[config.mk]
export PLATFORM = sky130hd
export DESIGN_NAME = heartbeat_health_monitor
export DESIGN_NICKNAME = d
export VERILOG_FILES = /design/src/sv/hhm_pkg.sv /design/src/sv/heartbeat_health_monitor.sv /design/src/sv/hhm_front.sv /design/src/sv/hhm_queue.sv /design/src/sv/hhm_back.sv
export SDC_FILE = /design/constraint.sdc
export NUM_CORES = 2
export LEC_CHECK = 0
export CAP_MARGIN = 20
export CORE_MARGIN = 1.5
export CORE_UTILIZATION = 40
export CTS_BUF_LIST = sky130_fd_sc_hd__clkbuf_4
export DETAILED_ROUTE_END_ITERATION = 12
export DONT_BUFFER_PORTS = 1
export PLACE_DENSITY_LB_ADDON = 0.12
export SLEW_MARGIN = 20
export SYNTH_ARGS = -nofsm -noshare
export SYNTH_HDL_FRONTEND = slang
export SYNTH_SLANG_ARGS = --single-unit
[constraint.sdc]
create_clock -name aclk -period 22.3 [get_ports aclk]
set_input_delay 1.115 -clock aclk [delete_from_list [all_inputs] [get_ports aclk]]
set_output_delay 1.115 -clock aclk [all_outputs]
set_load 0.02 [all_outputs]
[src/sv/hhm_pkg.sv]
`default_nettype none

package hhm_pkg;

    // action codes of an input beat
    localparam logic [1:0] ACT_TICK = 2'd0;
    localparam logic [1:0] ACT_BEAT = 2'd1;
    localparam logic [1:0] ACT_SCAN = 2'd2;

    // health codes
    localparam logic [1:0] HEALTH_OK        = 2'd0;
    localparam logic [1:0] HEALTH_WARNING   = 2'd1;
    localparam logic [1:0] HEALTH_ERROR     = 2'd2;
    localparam logic [1:0] HEALTH_RESTARTED = 2'd3;

    // register indexes and reset values
    localparam logic REG_SILENCE = 1'b0;
    localparam logic REG_JITTER  = 1'b1;
    localparam logic [15:0] SILENCE_RESET = 16'd1500;
    localparam logic [15:0] JITTER_RESET  = 16'd50;

    // lowest valid sender id
    localparam logic [7:0] ID_MIN = 8'h01;

    typedef struct packed {
        logic [1:0] action;
        logic [7:0] node_id;
        logic [7:0] sequence_number;
    } in_beat_t;

    typedef struct packed {
        logic [1:0] device_index;
        logic [1:0] health;
        logic [8:0] delivered_total;
        logic [8:0] dropped_total;
        logic       last_of_run;
    } out_beat_t;

    // command passed from front to back
    typedef struct packed {
        logic [1:0] op;
        logic [7:0] node_id;
        logic [7:0] seq;
    } cmd_t;

endpackage

`default_nettype wire

[src/sv/heartbeat_health_monitor.sv]
`default_nettype none

// Heartbeat health monitor. Input beats are ticks, heartbeats and timeout scans; the front end
// takes one beat per cycle while the two-entry command queue has room, dropping heartbeats from
// unknown senders and the unused action code; the back-end sequencer works one command at a
// time. A heartbeat passes the beat, record and emit states, plus an evict state once its
// window is full, since the evicted outcome is read from the single-port history memory before
// its slot is rewritten; a scan records and emits each timed-out device, and an emit waits for
// the result register to drain. The history memory needs no clearing pass: entries are only
// read after they were written. Registers: silence_timeout at 0x0, jitter_limit at 0x4.
module heartbeat_health_monitor
    import hhm_pkg::*;
#(
    parameter int DEVICE_COUNT   = 4,
    parameter int HISTORY_WINDOW = 256
) (
    input  wire logic        aclk,
    input  wire logic        aresetn,
    input  wire logic        psel,
    input  wire logic        penable,
    input  wire logic        pwrite,
    input  wire logic [2:0]  paddr,
    input  wire logic [31:0] pwdata,
    output logic [31:0]      prdata,
    output logic             pready,
    input  wire logic        s_valid,
    output logic             s_ready,
    input  wire in_beat_t    s_data,
    output logic             m_valid,
    input  wire logic        m_ready,
    output out_beat_t        m_data
);

    logic [15:0] silence_reg, silence_next;
    logic [15:0] jitter_reg, jitter_next;
    logic        cfg_wr;
    logic        q_full, q_push, q_pop, q_valid;
    cmd_t        push_cmd, pop_cmd;

    // configuration registers
    assign pready = 1'b1;
    assign cfg_wr = psel && penable && pwrite && pready;

    always_comb begin
        silence_next = silence_reg;
        jitter_next  = jitter_reg;
        if (cfg_wr) begin
            case (paddr[2])
                REG_SILENCE: silence_next = pwdata[15:0];
                REG_JITTER:  jitter_next  = pwdata[15:0];
                default: begin
                end
            endcase
        end
    end

    always_ff @(posedge aclk) begin
        if (!aresetn) begin
            silence_reg <= SILENCE_RESET;
            jitter_reg  <= JITTER_RESET;
        end else begin
            silence_reg <= silence_next;
            jitter_reg  <= jitter_next;
        end
    end

    // register read back
    always_comb begin
        case (paddr[2])
            REG_SILENCE: prdata = {16'd0, silence_reg};
            REG_JITTER:  prdata = {16'd0, jitter_reg};
            default:     prdata = 32'd0;
        endcase
    end

    hhm_front #(
        .DEVICE_COUNT(DEVICE_COUNT)
    ) u_front (
        .s_valid(s_valid),
        .s_ready(s_ready),
        .s_data (s_data),
        .q_full (q_full),
        .q_push (q_push),
        .q_cmd  (push_cmd)
    );

    hhm_queue u_queue (
        .aclk     (aclk),
        .aresetn  (aresetn),
        .push     (q_push),
        .push_cmd (push_cmd),
        .full     (q_full),
        .pop      (q_pop),
        .pop_valid(q_valid),
        .pop_cmd  (pop_cmd)
    );

    hhm_back #(
        .DEVICE_COUNT  (DEVICE_COUNT),
        .HISTORY_WINDOW(HISTORY_WINDOW)
    ) u_back (
        .aclk           (aclk),
        .aresetn        (aresetn),
        .silence_timeout(silence_reg),
        .jitter_limit   (jitter_reg),
        .q_valid        (q_valid),
        .q_cmd          (pop_cmd),
        .q_pop          (q_pop),
        .m_valid        (m_valid),
        .m_ready        (m_ready),
        .m_data         (m_data)
    );

endmodule

`default_nettype wire

[src/sv/hhm_front.sv]
`default_nettype none

module hhm_front
    import hhm_pkg::*;
#(
    parameter int DEVICE_COUNT = 4
) (
    input  wire logic     s_valid,
    output logic          s_ready,
    input  wire in_beat_t s_data,
    input  wire logic     q_full,
    output logic          q_push,
    output cmd_t          q_cmd
);

    logic known_id;
    logic keep;

    // sender must be one of the configured devices
    assign known_id = (s_data.node_id >= ID_MIN) &&
                      (s_data.node_id <= 8'(DEVICE_COUNT));

    // heartbeats from unknown senders and the unused action code are taken and dropped
    always_comb begin
        case (s_data.action)
            ACT_TICK: keep = 1'b1;
            ACT_SCAN: keep = 1'b1;
            ACT_BEAT: keep = known_id;
            default:  keep = 1'b0;
        endcase
    end

    assign s_ready = !q_full;
    assign q_push  = s_valid && !q_full && keep;

    assign q_cmd.op      = s_data.action;
    assign q_cmd.node_id = s_data.node_id;
    assign q_cmd.seq     = s_data.sequence_number;

endmodule

`default_nettype wire

[src/sv/hhm_queue.sv]
`default_nettype none

module hhm_queue
    import hhm_pkg::*;
(
    input  wire logic aclk,
    input  wire logic aresetn,
    input  wire logic push,
    input  wire cmd_t push_cmd,
    output logic      full,
    input  wire logic pop,
    output logic      pop_valid,
    output cmd_t      pop_cmd
);

    cmd_t       entry_reg [2];
    logic       wr_ptr_reg, wr_ptr_next;
    logic       rd_ptr_reg, rd_ptr_next;
    logic [1:0] count_reg, count_next;
    logic       do_push, do_pop;

    assign full      = (count_reg == 2'd2);
    assign pop_valid = (count_reg != 2'd0);
    assign pop_cmd   = entry_reg[rd_ptr_reg];
    assign do_push   = push && !full;
    assign do_pop    = pop && pop_valid;

    // pointer and fill bookkeeping
    always_comb begin
        wr_ptr_next = do_push ? !wr_ptr_reg : wr_ptr_reg;
        rd_ptr_next = do_pop ? !rd_ptr_reg : rd_ptr_reg;
        count_next  = count_reg;
        if (do_push && !do_pop) begin
            count_next = count_reg + 2'd1;
        end else if (do_pop && !do_push) begin
            count_next = count_reg - 2'd1;
        end
    end

    always_ff @(posedge aclk) begin
        if (!aresetn) begin
            wr_ptr_reg <= 1'b0;
            rd_ptr_reg <= 1'b0;
            count_reg  <= 2'd0;
        end else begin
            wr_ptr_reg <= wr_ptr_next;
            rd_ptr_reg <= rd_ptr_next;
            count_reg  <= count_next;
        end
    end

    // entry storage
    always_ff @(posedge aclk) begin
        if (do_push) begin
            entry_reg[wr_ptr_reg] <= push_cmd;
        end
    end

endmodule

`default_nettype wire

[src/sv/hhm_back.sv]
`default_nettype none

module hhm_back
    import hhm_pkg::*;
#(
    parameter int DEVICE_COUNT   = 4,
    parameter int HISTORY_WINDOW = 256
) (
    input  wire logic        aclk,
    input  wire logic        aresetn,
    input  wire logic [15:0] silence_timeout,
    input  wire logic [15:0] jitter_limit,
    input  wire logic        q_valid,
    input  wire cmd_t        q_cmd,
    output logic             q_pop,
    output logic             m_valid,
    input  wire logic        m_ready,
    output out_beat_t        m_data
);

    localparam int DEV_W     = (DEVICE_COUNT > 1) ? $clog2(DEVICE_COUNT) : 1;
    localparam int SLOT_W    = $clog2(HISTORY_WINDOW);
    localparam int CNT_W     = $clog2(HISTORY_WINDOW + 1);
    localparam int MEM_DEPTH = DEVICE_COUNT * HISTORY_WINDOW;
    localparam int ADDR_W    = $clog2(MEM_DEPTH);
    localparam logic [DEV_W-1:0]  LAST_DEV  = DEV_W'(DEVICE_COUNT - 1);
    localparam logic [CNT_W-1:0]  WIN_CNT   = CNT_W'(HISTORY_WINDOW);
    localparam logic [CNT_W:0]    WIN_WIDE  = (CNT_W + 1)'(HISTORY_WINDOW);
    localparam logic [SLOT_W-1:0] LAST_SLOT = SLOT_W'(HISTORY_WINDOW - 1);

    // sequencer states
    localparam logic [2:0] ST_IDLE  = 3'd0;
    localparam logic [2:0] ST_BEAT  = 3'd1;
    localparam logic [2:0] ST_SCAN  = 3'd2;
    localparam logic [2:0] ST_REC   = 3'd3;
    localparam logic [2:0] ST_EVICT = 3'd4;
    localparam logic [2:0] ST_EMIT  = 3'd5;

    logic [2:0]              state_reg, state_next;
    logic                    is_beat_reg, is_beat_next;
    logic [7:0]              seq_reg, seq_next;
    logic [DEV_W-1:0]        cur_reg, cur_next;
    logic [DEVICE_COUNT-1:0] mask_reg, mask_next;
    logic                    rec_del_reg, rec_del_next;
    logic [15:0]             time_reg, time_next;

    logic [15:0]       seen_reg [DEVICE_COUNT];
    logic [15:0]       seen_next [DEVICE_COUNT];
    logic [15:0]       gap_reg [DEVICE_COUNT];
    logic [15:0]       gap_next [DEVICE_COUNT];
    logic [7:0]        pseq_reg [DEVICE_COUNT];
    logic [7:0]        pseq_next [DEVICE_COUNT];
    logic [1:0]        health_reg [DEVICE_COUNT];
    logic [1:0]        health_next [DEVICE_COUNT];
    logic [CNT_W-1:0]  del_reg [DEVICE_COUNT];
    logic [CNT_W-1:0]  del_next [DEVICE_COUNT];
    logic [CNT_W-1:0]  drop_reg [DEVICE_COUNT];
    logic [CNT_W-1:0]  drop_next [DEVICE_COUNT];
    logic [SLOT_W-1:0] head_reg [DEVICE_COUNT];
    logic [SLOT_W-1:0] head_next [DEVICE_COUNT];
    logic [CNT_W-1:0]  fill_reg [DEVICE_COUNT];
    logic [CNT_W-1:0]  fill_next [DEVICE_COUNT];

    logic      m_valid_reg, m_valid_next;
    out_beat_t m_data_reg, m_data_next;

    logic                    hist_mem [MEM_DEPTH];
    logic                    rd_bit_reg;
    logic                    mem_we, mem_re;
    logic [ADDR_W-1:0]       mem_addr;

    logic [DEVICE_COUNT-1:0] timeout_vec;
    logic [DEVICE_COUNT-1:0] above_vec;
    logic [15:0]             gap;
    logic signed [17:0]      jit_diff;
    logic                    jit_hit;
    logic [1:0]              beat_health;
    logic [CNT_W:0]          slot_wide;
    logic [SLOT_W-1:0]       slot;
    logic                    win_full;
    logic                    out_free;
    logic                    last_scan;
    logic [CNT_W-1:0]        del_adj, drop_adj;

    // silence test of every device against the timeout
    always_comb begin
        for (int i = 0; i < DEVICE_COUNT; i++) begin
            timeout_vec[i] = (16'(time_reg - seen_reg[i]) > silence_timeout);
            above_vec[i]   = (DEV_W'(i) > cur_reg);
        end
    end

    assign last_scan = ~|(mask_reg & above_vec);

    // heartbeat classification for the current device
    assign gap      = 16'(time_reg - seen_reg[cur_reg]);
    assign jit_diff = $signed({2'b00, gap}) - $signed({2'b00, gap_reg[cur_reg]});
    assign jit_hit  = (gap_reg[cur_reg] != 16'd0) &&
                      (jit_diff > $signed({2'b00, jitter_limit}));

    always_comb begin
        if (seq_reg == 8'd0 && pseq_reg[cur_reg] != 8'd0) begin
            beat_health = HEALTH_RESTARTED;
        end else if (jit_hit) begin
            beat_health = HEALTH_WARNING;
        end else if (seq_reg == pseq_reg[cur_reg]) begin
            beat_health = HEALTH_WARNING;
        end else if (seq_reg < pseq_reg[cur_reg] && seq_reg != 8'd0) begin
            beat_health = HEALTH_WARNING;
        end else begin
            beat_health = HEALTH_OK;
        end
    end

    // history slot: oldest entry when full, next free entry otherwise
    assign win_full  = (fill_reg[cur_reg] >= WIN_CNT);
    assign slot_wide = (CNT_W + 1)'(head_reg[cur_reg]) + (CNT_W + 1)'(fill_reg[cur_reg]);
    always_comb begin
        if (win_full) begin
            slot = head_reg[cur_reg];
        end else if (slot_wide >= WIN_WIDE) begin
            slot = SLOT_W'(slot_wide - WIN_WIDE);
        end else begin
            slot = SLOT_W'(slot_wide);
        end
    end
    assign mem_addr = ADDR_W'(ADDR_W'(cur_reg) * ADDR_W'(HISTORY_WINDOW)) + ADDR_W'(slot);

    // counts after evicting the oldest outcome and adding the new one
    always_comb begin
        del_adj  = del_reg[cur_reg];
        drop_adj = drop_reg[cur_reg];
        if (rd_bit_reg) begin
            if (del_adj != '0) del_adj = del_adj - CNT_W'(1);
        end else begin
            if (drop_adj != '0) drop_adj = drop_adj - CNT_W'(1);
        end
        if (rec_del_reg) begin
            del_adj = del_adj + CNT_W'(1);
        end else begin
            drop_adj = drop_adj + CNT_W'(1);
        end
    end

    assign out_free = !m_valid_reg || m_ready;

    // sequencer
    always_comb begin
        state_next   = state_reg;
        is_beat_next = is_beat_reg;
        seq_next     = seq_reg;
        cur_next     = cur_reg;
        mask_next    = mask_reg;
        rec_del_next = rec_del_reg;
        time_next    = time_reg;
        seen_next    = seen_reg;
        gap_next     = gap_reg;
        pseq_next    = pseq_reg;
        health_next  = health_reg;
        del_next     = del_reg;
        drop_next    = drop_reg;
        head_next    = head_reg;
        fill_next    = fill_reg;
        m_valid_next = m_ready ? 1'b0 : m_valid_reg;
        m_data_next  = m_data_reg;
        q_pop        = 1'b0;
        mem_we       = 1'b0;
        mem_re       = 1'b0;

        case (state_reg)
            ST_IDLE: begin
                q_pop = q_valid;
                if (q_valid) begin
                    case (q_cmd.op)
                        ACT_TICK: begin
                            time_next = time_reg + 16'd1;
                        end
                        ACT_BEAT: begin
                            cur_next     = DEV_W'(q_cmd.node_id - ID_MIN);
                            seq_next     = q_cmd.seq;
                            is_beat_next = 1'b1;
                            state_next   = ST_BEAT;
                        end
                        ACT_SCAN: begin
                            cur_next     = '0;
                            mask_next    = timeout_vec;
                            is_beat_next = 1'b0;
                            state_next   = ST_SCAN;
                        end
                        default: begin
                        end
                    endcase
                end
            end
            ST_BEAT: begin
                health_next[cur_reg] = beat_health;
                seen_next[cur_reg]   = time_reg;
                gap_next[cur_reg]    = gap;
                pseq_next[cur_reg]   = seq_reg;
                rec_del_next         = 1'b1;
                state_next           = ST_REC;
            end
            ST_SCAN: begin
                if (mask_reg[cur_reg]) begin
                    health_next[cur_reg] = HEALTH_ERROR;
                    rec_del_next         = 1'b0;
                    state_next           = ST_REC;
                end else if (cur_reg == LAST_DEV) begin
                    state_next = ST_IDLE;
                end else begin
                    cur_next = cur_reg + DEV_W'(1);
                end
            end
            ST_REC: begin
                if (win_full) begin
                    mem_re     = 1'b1;
                    state_next = ST_EVICT;
                end else begin
                    mem_we             = 1'b1;
                    fill_next[cur_reg] = fill_reg[cur_reg] + CNT_W'(1);
                    if (rec_del_reg) begin
                        del_next[cur_reg] = del_reg[cur_reg] + CNT_W'(1);
                    end else begin
                        drop_next[cur_reg] = drop_reg[cur_reg] + CNT_W'(1);
                    end
                    state_next = ST_EMIT;
                end
            end
            ST_EVICT: begin
                mem_we             = 1'b1;
                del_next[cur_reg]  = del_adj;
                drop_next[cur_reg] = drop_adj;
                head_next[cur_reg] = (head_reg[cur_reg] == LAST_SLOT) ? '0 :
                                     head_reg[cur_reg] + SLOT_W'(1);
                state_next         = ST_EMIT;
            end
            ST_EMIT: begin
                if (out_free) begin
                    m_valid_next                = 1'b1;
                    m_data_next.device_index    = 2'(cur_reg);
                    m_data_next.health          = health_reg[cur_reg];
                    m_data_next.delivered_total = 9'(del_reg[cur_reg]);
                    m_data_next.dropped_total   = 9'(drop_reg[cur_reg]);
                    m_data_next.last_of_run     = is_beat_reg ? 1'b1 : last_scan;
                    if (is_beat_reg || cur_reg == LAST_DEV) begin
                        state_next = ST_IDLE;
                    end else begin
                        cur_next   = cur_reg + DEV_W'(1);
                        state_next = ST_SCAN;
                    end
                end
            end
            default: begin
                state_next = ST_IDLE;
            end
        endcase
    end

    // control and per-device state
    always_ff @(posedge aclk) begin
        if (!aresetn) begin
            state_reg   <= ST_IDLE;
            is_beat_reg <= 1'b0;
            cur_reg     <= '0;
            mask_reg    <= '0;
            rec_del_reg <= 1'b0;
            time_reg    <= 16'd0;
            m_valid_reg <= 1'b0;
            for (int i = 0; i < DEVICE_COUNT; i++) begin
                seen_reg[i]   <= 16'd0;
                gap_reg[i]    <= 16'd0;
                pseq_reg[i]   <= 8'd0;
                health_reg[i] <= HEALTH_ERROR;
                del_reg[i]    <= '0;
                drop_reg[i]   <= '0;
                head_reg[i]   <= '0;
                fill_reg[i]   <= '0;
            end
        end else begin
            state_reg   <= state_next;
            is_beat_reg <= is_beat_next;
            cur_reg     <= cur_next;
            mask_reg    <= mask_next;
            rec_del_reg <= rec_del_next;
            time_reg    <= time_next;
            m_valid_reg <= m_valid_next;
            seen_reg    <= seen_next;
            gap_reg     <= gap_next;
            pseq_reg    <= pseq_next;
            health_reg  <= health_next;
            del_reg     <= del_next;
            drop_reg    <= drop_next;
            head_reg    <= head_next;
            fill_reg    <= fill_next;
        end
    end

    // payload registers
    always_ff @(posedge aclk) begin
        seq_reg    <= seq_next;
        m_data_reg <= m_data_next;
    end

    // outcome history memory, registered read
    always_ff @(posedge aclk) begin
        if (mem_we) begin
            hist_mem[mem_addr] <= rec_del_reg;
        end
        if (mem_re) begin
            rd_bit_reg <= hist_mem[mem_addr];
        end
    end

    assign m_valid = m_valid_reg;
    assign m_data  = m_data_reg;

endmodule

`default_nettype wire

# Word level (Yosys, flattened, before mapping)
# Memory sizes are Yosys's and may differ from the RTL's. A register that Yosys moved wholly into a read port is not among the register bits.
# Cells that the tools add are included.
[op_classes]
n_mul = 0
eq_ne = 24
n_bitwise = 7
n_reduce_logical = 52
mux = 101
div_mod_pow = 0
shifts = 0
n_lt_le_gt_ge = 17
addsub = 22
[ops]
columns = ["cell", "count"]
rows = [
  ["$bwmux W36", 5],
  ["$mux W36", 4],
  ["$pmux W36 S2", 2],
  ["$bwmux W64", 2],
  ["$mux W9", 13],
  ["$mux W16", 5],
  ["$sub A16 B16 Y16", 5],
  ["$mux W8", 9],
  ["$bmux W16 S2", 2],
  ["$bwmux W32", 2],
  ["$gt A16 B16 Y1", 4],
  ["$pmux W32 S2", 1],
  ["$bmux W9 S2", 3],
  ["$add A9 B1 Y9 const B", 5],
  ["$bmux W8 S2", 2],
  ["$demux W16 S2", 1],
  ["$mux W2", 14],
  ["$demux W9 S2", 1],
  ["$gt A18 B17 Y1", 1],
  ["$pmux W3 S6", 1],
  ["$reduce_and A3 Y1", 6],
  ["$reduce_bool A9 Y1", 2],
  ["$sub A9 B1 Y9 const B", 2],
  ["$mux W1", 17],
  ["60 further kinds", 114],
]
[word_totals]
n_memories = 2
wordCells = 275
register_bits = 403
latchBits = 0
output_inout_bits = 58
inputBits = 60
rom_bits = 0
ram_bits = 1060
[mem_list]
columns = ["memory", "words", "width", "rd", "rd_ports_with_merged_regs", "write_ports", "line_no", "text"]
rows = [
  ["u_back.hist_mem", 1024, 1, 1, 1, 1, "hhm_back.sv:67", "logic hist_mem [MEM_DEPTH];"],
  ["u_queue.entry_reg", 2, 18, 1, 1, 1, "hhm_queue.sv:16", "cmd_t entry_reg [2];"],
]

# Depth between registers and ports, before layout
[depth]
depth_word = 12
ltp_mapped = 37
mapped_depth_nobuf = 29

# Cells and area by module
# Synthesis repeated with hierarchy kept, for this count alone.
[hier_totals]
cells_unflattened = 6170
hier_area_um2 = 70178.6
[modules_own_cells]
columns = ["module", "cells_per_inst", "area_each_um2", "instances", "seq_area_each_um2"]
rows = [
  ["hhm_back", 5893, 66817.8, 1, 38436.9],
  ["heartbeat_health_monitor", 170, 1646.6, 1, 640.6],
  ["hhm_queue", 81, 1532.7, 1, 1181.1],
  ["hhm_front", 26, 181.4, 1, 0.0],
]

# Worst setup path before layout
# Ideal clock, no wire load.
[synth_timing]
path_kind = "register to register"
start = "reg u_back.rec_del_reg"
end = "mem u_back.hist_mem[0] (data pin)"
arrival_ps = 12793
required_ps = 19475
period_less_slack_ps = 15618
path_stages_with_launch = 1
setup_time_ps = 2825
setup_slack_ps = 6682
path_buffers = 0
path_cell_list = "dfxtp_1"
[synth_rtl]
columns = ["element", "line_no", "text"]
rows = [
  ["from (decl)", "hhm_back.sv:44", "logic rec_del_reg, rec_del_next;"],
  ["from (signal assigned)", "hhm_back.sv:284", "rec_del_reg <= rec_del_next;"],
  ["to (decl)", "hhm_back.sv:67", ""],
]
# No word-level cell before the write port.

# Final worst setup path
[layout_timing]
start = "reg u_back.cur_reg[0]"
end = "reg u_back.rd_bit_reg (read register of u_back.hist_mem) (data pin)"
[layout_between]
elab_chain_cells = 9
word_cells_on_any_way = 16
cone_classes = "3 x add/sub; 2 x order compare; 10 x mux; 1 x bitwise"
[layout_rtl]
columns = ["element", "line_no", "text"]
rows = [
  ["from (decl)", "hhm_back.sv:42", "logic [DEV_W-1:0] cur_reg, cur_next;"],
  ["from (signal assigned)", "hhm_back.sv:282", "cur_reg <= cur_next;"],
  ["$not A2 Y3 (implied by the code)", "hhm_back.sv:116, hhm_back.sv:117, hhm_back.sv:120", ""],
  ["$bmux W8 S2 / $bmux W9 S2 (equally long branches)", "hhm_back.sv:117, hhm_back.sv:120, hhm_back.sv:116", ""],
  ["$mux W8 (implied by the code) / $mux W9 (equally long branches) (2 in series)", "hhm_back.sv:117, hhm_back.sv:120, hhm_back.sv:116", ""],
  ["$add A8 B9 Y10", "hhm_back.sv:117", "assign slot_wide = (CNT_W + 1)'(head_reg[cur_reg]) + (CNT_W + 1)'(fill_reg[cur_reg]);"],
  ["$sub A8 B1 Y8 / $ge A10 B9 Y1 (equally long branches)", "hhm_back.sv:122, hhm_back.sv:121", ""],
  ["$mux W8", "hhm_back.sv:121", "end else if (slot_wide >= WIN_WIDE) begin"],
  ["$mux W8", "hhm_back.sv:119", "if (win_full) begin"],
  ["$add A10 B8 Y10", "hhm_back.sv:127", "assign mem_addr = ADDR_W'(ADDR_W'(cur_reg) * ADDR_W'(HISTORY_WINDOW)) + ADDR_W'(slot);"],
  ["to (decl)", "hhm_back.sv:68", "logic rd_bit_reg;"],
]
# Several ways; a longest one is shown, not always the timed one. The select of a mux whose other input is x is not followed.
# A chain may end at the register's enable or synchronous reset.

==> results.cfg <==
[global_routing]
gr-total-overflow = 0
grt_max_degree = 243
grt_pass1_vias = 49300
grt_pass1_wl_um = 326000
antenna_found_initial = 10
grtUsageTotal_pct = 24.6

[worst_setup_path]
regToRegStartpoint = u_back.cur_reg[0]
cp-end-kind = register
r2r_end = u_back.rd_bit_reg
endpoint = u_back.rd_bit_reg
required_ns = 23.28
path_buf_inv = 5
startpoint_type = register
worstSetupPathType = reg -> reg
worstPathArrival_ns = 9.58
cp.depth = 14
critPathSlowestCell = mux4_2
crit_path_max_fanout = 60
crit_top_cell = buf_4
ff2ff_path_depth = 14
cp_top_family = buffers and inverters
r2r_slack_ns = 13.70
cp-startpoint = u_back.cur_reg[0]
slowest_delay_ns = 0.92
crit_chain = buf_4, buf_4, mux4_2, mux2_8, buf_4, buf_4, buf_4, mux4_2, a2111oi_0, o2111ai_1, o21ai_0, a22o_1, o311ai_1, o311a_1

[logic_synthesis]
synth.distinct_cells = 95
yosysSeqAreaShare_pct = 56.9
ys_ff_latch = 1453
yosys_warnings = 0
syn_inst = 6428
synth_flop_cell = edfxtp_1
synth_edf_count = 1080
synth-async-reset-ratio_pct = 0
synth_area_um2 = 70100
avgSynthCellArea_um2 = 10.9

[timing]
setup_viol = 0
slew_violations = 0
rsz0062_at_grt = no
clock.fmax_mhz = 116
slew_headroom_pct = 18.4
clock_skew_ns = 0.182
min_period_ns = 8.60
hold_violations = 0
final.period_utilization_pct = 38.6
worstMarginPinSlew_ns = 1.21
setup-tns-final_ns = 0

[final_layout]
finalNonFillerCells = 9128
drive_above_1_share_pct = 15.9
largest_register_ffs = 1024
fin_area_um2 = 77600
fin_nets = 6767
syn2layout_area_growth_pct = 10.7

[die]
ios = 118
fp.dieW_um = 422
dieArea_um2 = 178000
core_area_um2 = 174000
num_rows = 153
die_y_um = 422
start_util_pct = 40.3

[detailed_routing]
viasPerCell = 5.55
drc = 0
routedWlPerCell_um = 24.4
finalWirelength_um = 223000
ant_nets = 0
first_pass_iters = 6
dr_total_vias = 50700
drt_iter0_drc = 4905

[placement]
placed_cell_area_um2 = 72000
io_buffers = 0
detailed_place_hpwl_um = 125000
placed_cells = 8378
gp_congestion = 0.813

[clock_tree]
clk_pin_slew_ns = 0.06
cts_resized = 0
cts_max_path_buffers = 4
clk_latency_ns = 1.44
cts_hold_buffers = 30
htreeDepth = 5
cts_made_buffers = 412
clock_sinks = 1453
root_buffer = clkbuf_4
cts_setup_buffers = 0
cts_tree = done

[pwr]
p_int_mw = 4.78
p_leak_nw = 26.4
clock_power_share_pct = 37.5
combPwrFrac_pct = 14.7
sw_frac_of_total_pct = 28.3
p_per_area_nw_per_um2 = 85.9
seq_power_share_pct = 47.8
switching_power_mw = 1.89
vdd_drop_max_v = 0.0000552

[hold_path]
hold_class = in -> reg

[status]
status = completed

[job]
max-cap-violations = 0
## metal layers
| layer | up-vias | global-route usage (%) | wire length, um |
|---|---|---|---|
| li1 | 23200 | - | - |
| met1 | 25400 | 33.7 | 97900 |
| met2 | 1713 | 39.7 | 105000 |
| met3 | 429 | 4.02 | 14200 |
| met4 | 4 | 7.95 | 5980 |
| met5 | - | 0 | 21 |
## layout make-up
| class | instances | area, um^2 |
|---|---|---|
| repair buffers | 127 | 1110 |
| clock buffers | 645 | 4840 |
| clock inverters | 66 | 394 |
| multi-input cells | 4311 | 27700 |
| flip-flops and latches | 1453 | 39900 |
| inverters | 192 | 726 |
| well taps | 2325 | 2910 |
| diodes | 9 | 22.5 |
| fillers | 16700 | 96400 |
## cells in the final DEF (no fill, tap or decap), types with 21 or more instances in the layout
cell type and count:
o211ai_1 30, nand3_1 63, nand2_2 52, a211oi_1 45
o211a_1 47, o21a_1 37, ha_1 203, nor2_1 1252
o21ai_0 154, a21oi_1 382, nor3_1 31, a31oi_1 26
clkinv_1 51, and3_1 21, xor2_1 59, edfxtp_1 1080
nand2_1 841, xnor2_1 91, a22oi_1 25, and2_1 44
a21o_1 37, nand2b_1 22, dfxtp_1 370, o22ai_1 60
dlygate4sd3_1 29, nor2b_1 39, nor4_1 36, buf_4 91
clkbuf_4 645, inv_1 190, a21boi_0 61, mux2i_1 157
nand4_1 32, mux4_2 192
## cell families (layout without fill, tap and decap cells)
family,Yosys count,in the layout,synth area share (%)
adder cells (fa/ha/maj),210,210,3.82
other,2,26,0.0107
AND/OR/NAND/NOR,2512,2512,14.7
buffers and inverters,679,1030,4.16
AO/OA/AOI/OAI,1045,1045,9.57
flip-flops,1453,1453,56.9
XOR/XNOR,153,153,1.95
multiplexers,374,374,8.90
## power by group through the flow
| stage | Clock [mW] | Combinational [mW] | Sequential, mW |
|---|---|---|---|
| final | 2.50 | 0.980 | 3.18 |
| after global routing | 2.71 | 1.06 | 3.19 |
| after CTS | 2.57 | 0.976 | 3.18 |
| after detailed placement | 0 | 0.961 | 3.24 |
| after global placement | 0 | 0.950 | 3.24 |
| after floorplan | 0 | 0.572 | 3.52 |
## how the worst min path moves through the flow
| stage | from | endpoint | slack [ns] | cells after the start |
|---|---|---|---|---|
| after CTS | m_ready | u_back.m_valid | 0.0006 | 2 |
| after global routing | m_ready | u_back.m_valid | 0.02 | 2 |
| final | m_ready | u_back.m_valid | 0.13 | 2 |
| after global placement | u_back.del_reg[26] | u_back.del_reg[26] | 0.44 | 2 |
| after floorplan | u_back.del_reg[3] | u_back.del_reg[3] | 0.43 | 2 |
| after detailed placement | u_back.pseq_reg[6] | u_back.pseq_reg[6] | 0.44 | 2 |
## synth_stat cells, drive strengths merged, types with 13 or more instances
master   number  area (um^2)
a2111oi      14          131
a211oi       45          338
a21boi       64          480
a21o         37          278
a21oi       382         1910
a22oi        25          188
a31oi        26          163
and2         44          275
and3         25          156
buf         215         1170
clkbuf      272         1020
dfxtp       373         7470
edfxtp     1080        32400
ha          203         2540
inv         192          721
mux2         18          206
mux2i       161         1630
mux4        195         4400
nand2       906         3410
nand2b       22          138
nand3        63          315
nand4        32          200
nor2       1254         4710
nor2b        40          250
nor3         33          170
nor3b        17          128
nor4         38          250
o211a        47          470
o211ai       30          225
o21a         37          278
o21ai       162          826
o21bai       14          105
o221ai       13          114
o22ai        61          388
xnor2        92          806
xor2         59          517
## metrics by stage
step | setup WS [ns] | hold WS, ns | util [%] | power [mW]
6_report | 13.70 | 0.133 | 44.6 | 6.67
5_1_grt | 13.23 | 0.0246 | 44.6 | 6.96
4_1_cts | 13.64 | 0.000570 | 44.5 | 6.73
3_5_place_dp | 13.65 | 0.444 | 41.4 | 4.20
3_3_place_gp | 13.66 | 0.438 | 41.3 | 4.19
2_1_floorplan | 6.68 | 0.431 | - | 4.09
## worst register-to-register path: stages (launching register included)
cell	delay, ns
dfxtp_4	0.59
buf_4	0.56
buf_4	0.58
mux4_2	0.93
mux2_8	0.81
buf_4	0.61
buf_4	0.81
buf_4	0.74
mux4_2	0.45
a2111oi_0	0.59
o2111ai_1	0.18
o21ai_0	0.75
a22o_1	0.33
o311ai_1	0.14
o311a_1	0.24
(Power assumes the default switching activity.)
